`config.mk`:
```
export PLATFORM = sky130hd
export DESIGN_NAME = subinterval_cost_envelope_table
export DESIGN_NICKNAME = d
export VERILOG_FILES = /design/src/hdl/scet_pkg.sv /design/src/hdl/scet_cell.sv /design/src/hdl/scet_eval.sv /design/src/hdl/subinterval_cost_envelope_table.sv
export SDC_FILE = /design/constraint.sdc
export NUM_CORES = 2
export LEC_CHECK = 0
export BUFFER_PORTS_ARGS = -buffer_cell sky130_fd_sc_hd__buf_4
export CORE_MARGIN = 5
export CORE_UTILIZATION = 45
export DETAILED_ROUTE_END_ITERATION = 6
export SKIP_LAST_GASP = 1
export SYNTH_ARGS = -nofsm -noshare
export SYNTH_HDL_FRONTEND = slang
export SYNTH_SLANG_ARGS = --single-unit
```
`constraint.sdc`:
```
create_clock -name clk -period 25.9 [get_ports clk]
set_clock_uncertainty 0.05 [all_clocks]
set_input_delay 3.885 -clock clk [delete_from_list [all_inputs] [get_ports clk]]
set_output_delay 3.885 -clock clk [all_outputs]
set_load 0.1 [all_outputs]
```
`src/hdl/scet_pkg.sv`:
```
// Shared types, codes and saturating helpers for the subinterval cost envelope table.
// No dependencies; imported by every module under hdl.
package scet_pkg;

	typedef logic signed [31:0] q16_t;

	typedef enum logic [1:0] {
		FUNC_ADD   = 2'd0,
		FUNC_PRUNE = 2'd1,
		FUNC_QUERY = 2'd2,
		FUNC_NOP   = 2'd3
	} func_t;

	typedef enum logic [1:0] {
		ST_IDLE,
		ST_SCAN,
		ST_FIN
	} state_t;

	localparam logic REG_BEGIN = 1'b0;
	localparam logic REG_END   = 1'b1;

	typedef struct packed {
		q16_t start;
		q16_t finish;
		q16_t cost;
	} span_t;

	typedef struct packed {
		logic finite;
		q16_t cost;
	} cost_t;

	// cell control from the sequencer
	typedef struct packed {
		logic shift;
		logic load;
	} cell_ctl_t;

	function automatic q16_t sat34(input logic signed [33:0] v);
		if (v > 34'sd2147483647)
			return 32'sh7FFFFFFF;
		else if (v < -34'sd2147483648)
			return 32'sh80000000;
		else
			return v[31:0];
	endfunction

endpackage

```
`src/hdl/scet_cell.sv`:
```
// One table slot: holds one entry and hands it to the cell below when the row shifts.
// Depends on scet_pkg.
module scet_cell #(
	parameter int NW = 16
) (
	input  logic                clk,
	input  scet_pkg::cell_ctl_t ctl,
	input  scet_pkg::span_t     nxt_span,
	input  logic [NW-1:0]       nxt_node,
	input  scet_pkg::span_t     ld_span,
	input  logic [NW-1:0]       ld_node,
	output scet_pkg::span_t     span,
	output logic [NW-1:0]       node
);
	import scet_pkg::*;

	span_t         span_q;
	logic [NW-1:0] node_q;

	always_ff @(posedge clk) begin
		if (ctl.load) begin
			span_q <= ld_span;
			node_q <= ld_node;
		end else if (ctl.shift) begin
			span_q <= nxt_span;
			node_q <= nxt_node;
		end
	end

	assign span = span_q;
	assign node = node_q;
endmodule

```
`src/hdl/scet_eval.sv`:
```
// Cost of one entry at a given time: infinite past its end, base cost inside,
// base cost plus lead time before it (saturated). Depends on scet_pkg.
module scet_eval (
	input  scet_pkg::span_t span,
	input  scet_pkg::q16_t  t,
	output scet_pkg::cost_t res
);
	import scet_pkg::*;

	logic signed [33:0] sum;

	always_comb begin
		sum = 34'(span.cost) + 34'(span.start) - 34'(t);
		res.finite = (t <= span.finish);
		if (t >= span.start)
			res.cost = span.cost;
		else
			res.cost = sat34(sum);
	end
endmodule

```
`src/hdl/subinterval_cost_envelope_table.sv`:
```
// Top level of the subinterval cost envelope table: sequencer, row of entry cells,
// two cost evaluators and the result register. Depends on scet_pkg, scet_cell, scet_eval.
//
// channel | dir | fields (low bit up)
// s_*     | in  | tuser: func[1:0]; tdata: query_time, span_start, span_finish,
//         |     |   base_cost, time_shift, node_handle (176 bits)
// m_*     | out | tdata: min_cost, cost_infinite, best_node, node_valid, added,
//         |     |   table_full, entry_total, zero fill (64 bits)
// cfg_*   | in  | write: 0 interval_begin, 1 interval_end
//
// Each request is taken in the idle state; the scan state then rotates the row of
// cells once past the head evaluators, one entry a cycle, compacting itself on a
// prune as it goes (no scan with an empty table), and the finishing state loads
// the result register. A new request is taken in idle even while the previous
// result still waits on m_tready; the finishing step waits for the result
// register to free up. Reset empties the table and restores the window
// registers; the entry contents themselves are not cleared.
module subinterval_cost_envelope_table #(
	parameter int MAX_ENTRIES = 16,
	parameter int NODE_BITS   = 16
) (
	input  logic         clk,
	input  logic         arst_n,
	input  logic         s_tvalid,
	output logic         s_tready,
	input  logic [175:0] s_tdata,  // query_time, span_start, span_finish, base_cost,
	                               // time_shift, node_handle
	input  logic [1:0]   s_tuser,  // func
	output logic         m_tvalid,
	input  logic         m_tready,
	output logic [63:0]  m_tdata,  // min_cost, cost_infinite, best_node, node_valid,
	                               // added, table_full, entry_total
	input  logic         cfg_we,
	input  logic         cfg_index,
	input  logic [31:0]  cfg_data
);
	import scet_pkg::*;

	localparam int NW   = (NODE_BITS < 16) ? NODE_BITS : 16;
	localparam int CntW = $clog2(MAX_ENTRIES + 1);

	// window registers
	q16_t win_begin_q, win_end_q;

	always_ff @(posedge clk or negedge arst_n) begin
		if (!arst_n) begin
			win_begin_q <= 32'sd0;
			win_end_q   <= 32'sh7FFFFFFF;
		end else if (cfg_we) begin
			unique case (cfg_index)
				REG_BEGIN: win_begin_q <= cfg_data;
				REG_END:   win_end_q   <= cfg_data;
				default:   ;
			endcase
		end
	end

	// request fields
	q16_t          in_t, in_ss, in_sf, in_cost, in_shift;
	logic [15:0]   in_node;
	assign in_t     = s_tdata[31:0];
	assign in_ss    = s_tdata[63:32];
	assign in_sf    = s_tdata[95:64];
	assign in_cost  = s_tdata[127:96];
	assign in_shift = s_tdata[159:128];
	assign in_node  = s_tdata[175:160];

	// shifted and clipped add interval
	q16_t clip_s, clip_e, sh_s, sh_e;
	always_comb begin
		sh_s   = sat34(34'(in_ss) - 34'(in_shift));
		sh_e   = sat34(34'(in_sf) - 34'(in_shift));
		clip_s = (sh_s < win_begin_q) ? win_begin_q : sh_s;
		clip_e = (sh_e > win_end_q) ? win_end_q : sh_e;
	end

	state_t        state_q, state_nx;
	func_t         func_q;
	q16_t          t_q, s_q, e_q, h_q;
	logic [NW-1:0] node_q;
	logic          span_ok_q;
	logic [CntW-1:0] count_q, j_q, k_q;

	// accumulators: lane 0 at query time or add start, lane 1 at add end
	logic          fin0_q, fin1_q;
	q16_t          best0_q, best1_q;
	logic [NW-1:0] bnode0_q;

	logic          m_tvalid_q;
	logic [63:0]   m_tdata_q;

	logic acc_in, last_scan, out_free;
	assign acc_in    = s_tvalid && s_tready;
	assign last_scan = (j_q == count_q - CntW'(1));
	assign out_free  = !m_tvalid_q || m_tready;

	// row of cells; cell 0 is the head
	span_t         c_span [MAX_ENTRIES];
	logic [NW-1:0] c_node [MAX_ENTRIES];
	span_t         ld_span;
	logic [NW-1:0] ld_node;
	cost_t         ev0, ev1;
	logic          keep;
	logic [CntW-1:0] wr_pos;
	logic          add_ok, add_take;

	always_comb begin
		keep   = (func_q != FUNC_PRUNE) || (c_span[0].finish >= t_q);
		wr_pos = count_q - CntW'(1) - j_q + k_q;
		if (state_q == ST_SCAN) begin
			ld_span = c_span[0];
			ld_node = c_node[0];
		end else begin
			ld_span = '{start: s_q, finish: e_q, cost: h_q};
			ld_node = node_q;
		end
	end

	for (genvar i = 0; i < MAX_ENTRIES; i++) begin : g_cell
		cell_ctl_t ctl;
		always_comb begin
			ctl.shift = (state_q == ST_SCAN);
			if (state_q == ST_SCAN)
				ctl.load = keep && (wr_pos == CntW'(i));
			else
				ctl.load = (state_q == ST_FIN) && out_free && add_take &&
				           (count_q == CntW'(i));
		end
		scet_cell #(.NW(NW)) u_cell (
			.clk      (clk),
			.ctl      (ctl),
			.nxt_span (c_span[(i + 1) % MAX_ENTRIES]),
			.nxt_node (c_node[(i + 1) % MAX_ENTRIES]),
			.ld_span  (ld_span),
			.ld_node  (ld_node),
			.span     (c_span[i]),
			.node     (c_node[i])
		);
	end

	scet_eval u_ev0 (.span(c_span[0]), .t((func_q == FUNC_ADD) ? s_q : t_q), .res(ev0));
	scet_eval u_ev1 (.span(c_span[0]), .t(e_q), .res(ev1));

	// add decision at finish; an empty table accepts anything non-empty
	assign add_ok = span_ok_q && ((count_q == '0) || !fin0_q || (h_q < best0_q) ||
	                              !fin1_q || (h_q < best1_q));
	assign add_take = (func_q == FUNC_ADD) && add_ok && (count_q < CntW'(MAX_ENTRIES));

	// next state
	always_comb begin
		state_nx = state_q;
		unique case (state_q)
			ST_IDLE: if (acc_in) state_nx = (count_q == '0) ? ST_FIN : ST_SCAN;
			ST_SCAN: if (last_scan) state_nx = ST_FIN;
			ST_FIN:  if (out_free) state_nx = ST_IDLE;
			default: state_nx = ST_IDLE;
		endcase
	end

	// outputs of the sequencer
	always_comb begin
		s_tready = (state_q == ST_IDLE);
	end

	always_ff @(posedge clk or negedge arst_n) begin
		if (!arst_n)
			state_q <= ST_IDLE;
		else
			state_q <= state_nx;
	end

	// request capture
	always_ff @(posedge clk) begin
		if (acc_in) begin
			func_q    <= func_t'(s_tuser);
			t_q       <= in_t;
			s_q       <= clip_s;
			e_q       <= clip_e;
			h_q       <= in_cost;
			node_q    <= in_node[NW-1:0];
			span_ok_q <= (clip_s <= clip_e);
		end
	end

	// scan counters and minimum tracking
	always_ff @(posedge clk or negedge arst_n) begin
		if (!arst_n) begin
			count_q <= '0;
			j_q     <= '0;
			k_q     <= '0;
			fin0_q  <= 1'b0;
			fin1_q  <= 1'b0;
		end else begin
			if (acc_in) begin
				j_q    <= '0;
				k_q    <= '0;
				fin0_q <= 1'b0;
				fin1_q <= 1'b0;
			end else if (state_q == ST_SCAN) begin
				j_q <= j_q + CntW'(1);
				if (keep)
					k_q <= k_q + CntW'(1);
				if (ev0.finite && (!fin0_q || ev0.cost < best0_q))
					fin0_q <= 1'b1;
				if (ev1.finite && (!fin1_q || ev1.cost < best1_q))
					fin1_q <= 1'b1;
			end else if (state_q == ST_FIN && out_free) begin
				if (func_q == FUNC_PRUNE)
					count_q <= k_q;
				else if (add_take)
					count_q <= count_q + CntW'(1);
			end
		end
	end

	always_ff @(posedge clk) begin
		if (state_q == ST_SCAN) begin
			if (ev0.finite && (!fin0_q || ev0.cost < best0_q)) begin
				best0_q  <= ev0.cost;
				bnode0_q <= c_node[0];
			end
			if (ev1.finite && (!fin1_q || ev1.cost < best1_q))
				best1_q <= ev1.cost;
		end
	end

	// result
	logic [CntW-1:0] new_count;
	logic          in_win, r_inf, r_nv;
	q16_t          r_cost;
	logic [15:0]   r_node;
	always_comb begin
		if (func_q == FUNC_PRUNE)
			new_count = k_q;
		else if (add_take)
			new_count = count_q + CntW'(1);
		else
			new_count = count_q;
		in_win = (t_q >= win_begin_q) && (t_q <= win_end_q);
		r_inf  = 1'b0;
		r_nv   = 1'b0;
		r_cost = '0;
		r_node = '0;
		if (func_q == FUNC_QUERY) begin
			if (!in_win)
				r_inf = 1'b1;
			else if (count_q != '0) begin
				if (fin0_q) begin
					r_cost = best0_q;
					r_nv   = 1'b1;
					r_node = 16'(bnode0_q);
				end else
					r_inf = 1'b1;
			end
		end
	end

	always_ff @(posedge clk or negedge arst_n) begin
		if (!arst_n)
			m_tvalid_q <= 1'b0;
		else if (state_q == ST_FIN && out_free)
			m_tvalid_q <= 1'b1;
		else if (m_tready)
			m_tvalid_q <= 1'b0;
	end

	always_ff @(posedge clk) begin
		if (state_q == ST_FIN && out_free)
			m_tdata_q <= {7'd0, 5'(new_count),
			              (func_q == FUNC_ADD) && add_ok && !add_take,
			              add_take, r_nv, r_node, r_inf, r_cost};
	end

	assign m_tvalid = m_tvalid_q;
	assign m_tdata  = m_tdata_q;
endmodule

```
=== Word level (Yosys, flattened, before mapping) ===
Index checks and enable logic that the tools add are counted.

* Word-level logic and storage cells: 373
* Bits in registers: 2160
* Bits of input ports: 216

* Add/sub/neg operators: 11
* Muxes and demuxes: 119
* Equality and inequality tests: 39
* Reduce and logical (&&, ||, !) cells: 91
* $lt $le $gt $ge: 23
* Bitwise logic cells: 3

{| class="wikitable"
|+ Operators with widths
! operator !! count
|-
| $mux 96 || 33
|-
| $mux 16 || 33
|-
| $mux 32 || 13
|-
| $lt 32x32->1 || 5
|-
| $ge 32x32->1 || 4
|-
| $le 32x32->1 || 4
|-
| $eq 5x4->1 const B || 16
|-
| $gt 34x32->1 const B || 2
|-
| $lt 34x32->1 const B || 2
|-
| $sub 33x32->34 || 2
|-
| $gt 33x32->1 const B || 2
|-
| $lt 33x32->1 const B || 2
|-
| $sub 32x32->33 || 2
|-
| $logic_and 1x1->1 || 42
|-
| $reduce_bool 2->1 || 21
|-
| $eq 5x3->1 const B || 8
|-
| $mux 5 || 7
|-
| $add 32x32->33 || 1
|-
| $gt 32x32->1 || 1
|-
| $mux 1 || 28
|-
| $eq 5x2->1 const B || 4
|-
| $add 5x1->5 const B || 3
|-
| $reduce_and 2->1 || 7
|-
| $eq 5x1->1 const B || 2
|-
| other kinds (19) || 42
|}

=== Logic depth before layout (Yosys ltp) ===
* Word-level depth: 13
* Gate-level depth with buffers: 42
* Mapped depth without buffers: 38

=== Cells and area by module ===
Synthesis repeated with hierarchy kept, for this count alone.

* Cell total of the unflattened synthesis: 7998
* Area, all modules: 117328.8 um2

{| class="wikitable"
|+ Modules (own cells, without submodules)
! module !! area an instance (um2) !! cells an instance !! times used !! seq. area each (um2)
|-
| scet_cell || 5014.8 || 238 || 16 || 3363.2
|-
| subinterval_cost_envelope_table || 27277.4 || 2848 || 1 || 10669.0
|-
| scet_eval || 4907.2 || 671 || 2 || 0.0
|}

=== Worst setup path before layout ===
OpenSTA, ideal clock, no wires.

* Path kind: in2reg
* Start: input port m_tready
* End: register g_cell[11].u_cell.node_q[0] (enable)
* Path slack: 9.146 ns
* Stages on the path: 5
* Data arrival time: 15.818 ns
* Setup time: 0.887 ns
* Cell sequence: nand2b_1 -> nand2b_1 -> clkbuf_1 -> clkbuf_1 -> o41ai_1

* Word-level cells in the longest chain between the ends: 6

{| class="wikitable"
|+ RTL lines
! item !! RTL line !! text
|-
| start, declared || subinterval_cost_envelope_table.sv:30 || <nowiki>input logic m_tready,</nowiki>
|-
| $logic_or 1x1->1 || subinterval_cost_envelope_table.sv:95 || <nowiki>assign out_free = !m_tvalid_q || m_tready;</nowiki>
|-
| $logic_and 1x1->1 (3 in series) || subinterval_cost_envelope_table.sv:126 || <nowiki>ctl.load = (state_q == ST_FIN) && out_free && add_take &&</nowiki>
|-
| $mux 1 || subinterval_cost_envelope_table.sv:123 || <nowiki>if (state_q == ST_SCAN)</nowiki>
|-
| $reduce_bool 2->1 (no source line) || -- ||
|-
| end signal, assigned || scet_cell.sv:23 || <nowiki>node_q <= ld_node;</nowiki>
|-
| end signal, assigned || scet_cell.sv:26 || <nowiki>node_q <= nxt_node;</nowiki>
|-
| end, declared || scet_cell.sv:18 || <nowiki>logic [NW-1:0] node_q;</nowiki>
|}

Every way passes these cells.
A chain may end at the register's enable or synchronous reset.

=== Final worst setup path ===
* Start: input port s_tdata[129]
* End: register span_ok_q (data pin)

* Word-level cells in the longest chain between the ends: 7
* Elaborated cells between the ends (all ways): 15

{| class="wikitable"
|+ RTL lines
! item !! RTL line !! text
|-
| start, declared || subinterval_cost_envelope_table.sv:26 || <nowiki>input logic [175:0] s_tdata,</nowiki>
|-
| $sub 32x32->33 (on tied branches) || subinterval_cost_envelope_table.sv:71, subinterval_cost_envelope_table.sv:72 ||
|-
| $lt 33x32->1 || scet_pkg.sv:43 || <nowiki>else if (v < -34'sd2147483648)</nowiki>
|-
| $mux 32 || scet_pkg.sv:43 ||
|-
| $mux 32 || scet_pkg.sv:41 || <nowiki>if (v > 34'sd2147483647)</nowiki>
|-
| $lt 32x32->1 or $gt 32x32->1 (tied branches) || subinterval_cost_envelope_table.sv:73, subinterval_cost_envelope_table.sv:74 ||
|-
| $mux 32 (on tied branches) || subinterval_cost_envelope_table.sv:73, subinterval_cost_envelope_table.sv:74 ||
|-
| $le 32x32->1 * || subinterval_cost_envelope_table.sv:181 || <nowiki>span_ok_q <= (clip_s <= clip_e);</nowiki>
|-
| end signal, assigned || subinterval_cost_envelope_table.sv:181 ||
|-
| end, declared || subinterval_cost_envelope_table.sv:81 || <nowiki>logic span_ok_q;</nowiki>
|}

Mark *: on every way between the ends. The rest lies on a longest branch, timed or not.

==> metrics.txt <==
# TYPE chip_impl_metric gauge
chip_impl_info{name="ranking_of_synthesized_cells_by_area",value="sky130_fd_sc_hd__edfxtp_1 (55%), sky130_fd_sc_hd__mux2_2 (17%), sky130_fd_sc_hd__ha_1 (6.9%)"} 1
chip_impl_metric{name="remaining_drc_errors",unit=""} 0
chip_impl_metric{name="post-place-ws",unit="ns"} 12.22
chip_impl_metric{name="period_minus_slack",unit="ns"} 13.02
chip_impl_metric{name="final.period_utilization",unit=""} 0.5029
chip_impl_metric{name="setup_viol",unit=""} 0
chip_impl_info{name="post_synth_most_frequent_cells",value="sky130_fd_sc_hd__edfxtp_1 (2076), sky130_fd_sc_hd__mux2_2 (1672), sky130_fd_sc_hd__ha_1 (618), sky130_fd_sc_hd__nand2_1 (415), sky130_fd_sc_hd__inv_1 (385)"} 1
chip_impl_metric{name="final_hold_viol_count",unit=""} 0
chip_impl_info{name="endpoint_kind",value="flop"} 1
chip_impl_info{name="clock-root-buffer",value="sky130_fd_sc_hd__clkbuf_16"} 1
chip_impl_metric{name="holdBufCountCts",unit=""} 0
chip_impl_metric{name="chipHeight",unit="um"} 509.7
chip_impl_metric{name="synth-edff-count",unit=""} 2076
chip_impl_info{name="synth_ff_type",value="sky130_fd_sc_hd__edfxtp_1"} 1
chip_impl_metric{name="regArea",unit="um2"} 64480
chip_impl_metric{name="first_global_vias",unit=""} 70410
chip_impl_metric{name="yosys.area.top_type_share",unit=""} 0.5548
chip_impl_info{name="yosysMostFrequentCell",value="sky130_fd_sc_hd__edfxtp_1"} 1
chip_impl_metric{name="synth_cells",unit=""} 8039
chip_impl_metric{name="global_route.usage.total",unit=""} 0.2727
chip_impl_info{name="cts_tree",value="yes"} 1
chip_impl_metric{name="worst_ir_drop_vdd",unit="V"} 0.0001379
chip_impl_metric{name="post_route_cells_drive_above_1_share",unit=""} 0.3081
chip_impl_info{name="hold_path.class",value="flop to flop"} 1
chip_impl_metric{name="grt_max_degree",unit=""} 89
chip_impl_metric{name="worst_pin_slew",unit="ns"} 1.388
chip_impl_metric{name="clockBufferDepth",unit=""} 3
chip_impl_metric{name="setup_total_negative_slack",unit="ns"} 0
chip_impl_metric{name="timing.critical_path.fanout_max",unit=""} 83
chip_impl_metric{name="rr_worst_depth",unit=""} 33
chip_impl_metric{name="sw_pwr",unit="mW"} 7.009
chip_impl_metric{name="drt-wirelength-per-cell",unit="um"} 30.65
chip_impl_metric{name="detailedRoute.firstPassIterationCount",unit=""} 6
chip_impl_metric{name="netlist-cell-type-count",unit=""} 92
chip_impl_metric{name="initial_utilization",unit=""} 0.4519
chip_impl_metric{name="detail_route.wirelength",unit="mm"} 362.4
chip_impl_metric{name="dieArea",unit="um2"} 259800
chip_impl_metric{name="routed-via-count",unit=""} 71080
chip_impl_metric{name="finalWeightedCongestion",unit=""} 0.9550
chip_impl_metric{name="filler_cell_count_in_the_final_layout",unit=""} 21220
chip_impl_metric{name="synth.yosys.seq_area_share",unit=""} 0.5738
chip_impl_metric{name="intPower",unit="mW"} 10.01
chip_impl_metric{name="cts_inserted_buffers",unit=""} 226
chip_impl_metric{name="design_power_total",unit="mW"} 17.02
chip_impl_metric{name="worst-r2r-setup-slack",unit="ns"} 14.92
chip_impl_metric{name="critical_path_arrival",unit="ns"} 13.58
chip_impl_metric{name="clk-insertion-delay-late",unit="ns"} 0.90
chip_impl_info{name="result_of_the_run",value="complete, no violations"} 1
chip_impl_metric{name="power.share.clock",unit=""} 0.197
chip_impl_metric{name="crit_required",unit="ns"} 26.45
chip_impl_metric{name="setup_slack",unit="ns"} 12.88
chip_impl_metric{name="pin_count",unit=""} 282
chip_impl_metric{name="async_reset_ff_frac",unit=""} 0.03889
chip_impl_metric{name="grt-ovfl-total",unit=""} 0
chip_impl_metric{name="clk_pin_slew",unit="ns"} 0.06
chip_impl_metric{name="cts_setup_buffers",unit=""} 0
chip_impl_metric{name="swShare",unit=""} 0.4117
chip_impl_metric{name="power_frac_seq",unit=""} 0.344
chip_impl_metric{name="initial_antenna_violation_count",unit=""} 22
chip_impl_metric{name="detail_route.iter0.violations",unit=""} 7519
chip_impl_metric{name="std_cell_rows",unit=""} 183
chip_impl_metric{name="multi_input_area",unit="um2"} 44480
chip_impl_metric{name="ys.warnings.count",unit=""} 0
chip_impl_metric{name="mean_syn_cell_area",unit="um2"} 13.98
chip_impl_metric{name="critPathMaxStageDelay",unit="ns"} 0.69
chip_impl_metric{name="worstHoldPathCells",unit=""} 1
chip_impl_metric{name="tritoncts_num_sinks",unit=""} 2160
chip_impl_metric{name="p_per_area",unit="nW/um2"} 135.4
chip_impl_metric{name="port_buffers",unit=""} 274
chip_impl_metric{name="grt_pass1_wl",unit="mm"} 513.1
chip_impl_metric{name="die_width",unit="um"} 509.7
chip_impl_metric{name="layout.nets",unit=""} 9127
chip_impl_metric{name="timing.slew.headroom",unit=""} 0.06865
chip_impl_metric{name="detail-route-antenna-nets",unit=""} 0
chip_impl_info{name="unrepaired_setup_endpoints_after_global_routing",value="false"} 1
chip_impl_metric{name="cts_htree_levels",unit=""} 4
chip_impl_metric{name="max-cap-violations",unit=""} 0
chip_impl_info{name="yosys.area.top_type",value="sky130_fd_sc_hd__edfxtp_1"} 1
chip_impl_metric{name="comb_power_share",unit=""} 0.458
chip_impl_metric{name="power.static_leakage",unit="nW"} 46.32
chip_impl_metric{name="achievable-frequency",unit="GHz"} 0.07678
chip_impl_metric{name="routed_via_density",unit=""} 6.011
chip_impl_info{name="start_kind",value="input pin"} 1
chip_impl_metric{name="hpwl",unit="mm"} 241.2
chip_impl_metric{name="flow.area_growth_from_synthesis",unit="%"} 11.92
chip_impl_metric{name="core_region_area",unit="um2"} 248700
chip_impl_metric{name="resized_gates_after_cts",unit=""} 0
chip_impl_metric{name="synth.ff_latch_count",unit=""} 2160
chip_impl_info{name="critical_path_s_slowest_cell",value="sky130_fd_sc_hd__buf_4"} 1
chip_impl_metric{name="finalMaxSlewViolations",unit=""} 0
chip_impl_metric{name="netlist_area",unit="um2"} 112400
chip_impl_info{name="crit_top_cell",value="sky130_fd_sc_hd__buf_4"} 1
chip_impl_info{name="crit_type",value="input pin to flop"} 1
==> metal layers <==
layer  track usage  wire [um]
met1        0.3996     162200
met2        0.4245     163000
met3       0.04294      27380
met4       0.07111       9760
met5             0         27
==> cells in the final DEF (no fill, tap or decap), drive strengths merged, types with 203 or more instances in the layout <==
cell / n
edfxtp: 2076
mux2: 1860
ha: 618
buf: 457
nand2: 415
inv: 398
a21oi: 359
o21ai: 319
clkbuf: 265
a21o: 219
nor2: 203
==> cell families (layout without fill, tap and decap cells) <==
family,count (synthesis),in the layout,synth area share
simple gates,1127,1127,0.04800
xor+xnor,154,154,0.01200
flops,2160,2160,0.5738
compound gates,1231,1231,0.07031
fa+ha+maj,632,632,0.07086
mux,1901,1901,0.1910
buf+inv,833,1269,0.03395
other cells,1,21,0.00003337
==> power by group through the flow <==
stage               Clock [mW]  Combinational [mW]  Sequential, mW
finish                    3.36                7.80            5.86
global route              3.57                8.41            5.92
CTS                       3.42                7.71            5.86
detailed placement           0                7.66            5.92
global placement             0                7.57            5.91
floorplan                    0                5.01            6.11
==> sequential cells by signal (all words and copies together), names as in the netlist, 5 cells and up <==
| name | cells |
|---|---|
| best0_q | 32 |
| g_cell.u_cell.span | 1536 |
| e_q | 32 |
| bnode0_q | 16 |
| g_cell.u_cell.node | 256 |
| best1_q | 32 |
| t_q | 32 |
| win_begin_q | 32 |
| node_q | 16 |
| h_q | 32 |
| m_tdata | 57 |
| s_q | 32 |
| k_q | 5 |
| win_end_q | 32 |
| count_q | 5 |
| j_q | 5 |
==> final timing paths <==
path | end | startpoint
max reg2reg | bnode0_q[15]$_DFFE_PP_ | g_cell[0].u_cell.span[65]$_DFFE_PP_
max | span_ok_q$_DFFE_PP_ | s_tdata[129]
min reg2reg | g_cell[9].u_cell.span[79]$_DFFE_PP_ | g_cell[10].u_cell.span[79]$_DFFE_PP_
min | g_cell[9].u_cell.span[79]$_DFFE_PP_ | g_cell[10].u_cell.span[79]$_DFFE_PP_
min in group asynchronous | win_begin_q[27]$_DFFE_PN0P_ | arst_n
max in group asynchronous | fin1_q$_DFFE_PN0P_ | arst_n
==> area by class of cell <==
| class | instances | area share |
|---|---|---|
| Timing Repair Buffer | 457 | 0.02808 |
| Sequential cell | 2160 | 0.5127 |
| Inverter | 387 | 0.01159 |
| Clock inverter | 160 | 0.01440 |
| Antenna cell | 14 | 0.0002786 |
| Clock buffer | 265 | 0.04613 |
| Multi-Input combinational cell | 5052 | 0.3537 |
| Tap cell | 3330 | 0.03313 |
==> per-stage QoR <==
stage            util  hold WS (ns)  std cells  instance area [um2]
4_1_cts        0.5056        0.4170      11810               125700
6_report       0.5058        0.4371      11830               125800
3_5_place_dp   0.4750        0.4240      11390               118100
5_1_grt        0.5057        0.4466      11820               125700
2_1_floorplan       -        0.3956       8045               112400
3_3_place_gp   0.4750        0.4156      11390               118100
==> critical path: cells and delay by family <==
family / cells / cell delay, ns
compound gates: 18 / 3.84
fa+ha+maj: 3 / 0.75
buf+inv: 5 / 1.83
mux: 1 / 0.38
simple gates: 12 / 2.80
Note: power is estimated with default switching activity, not from simulation.
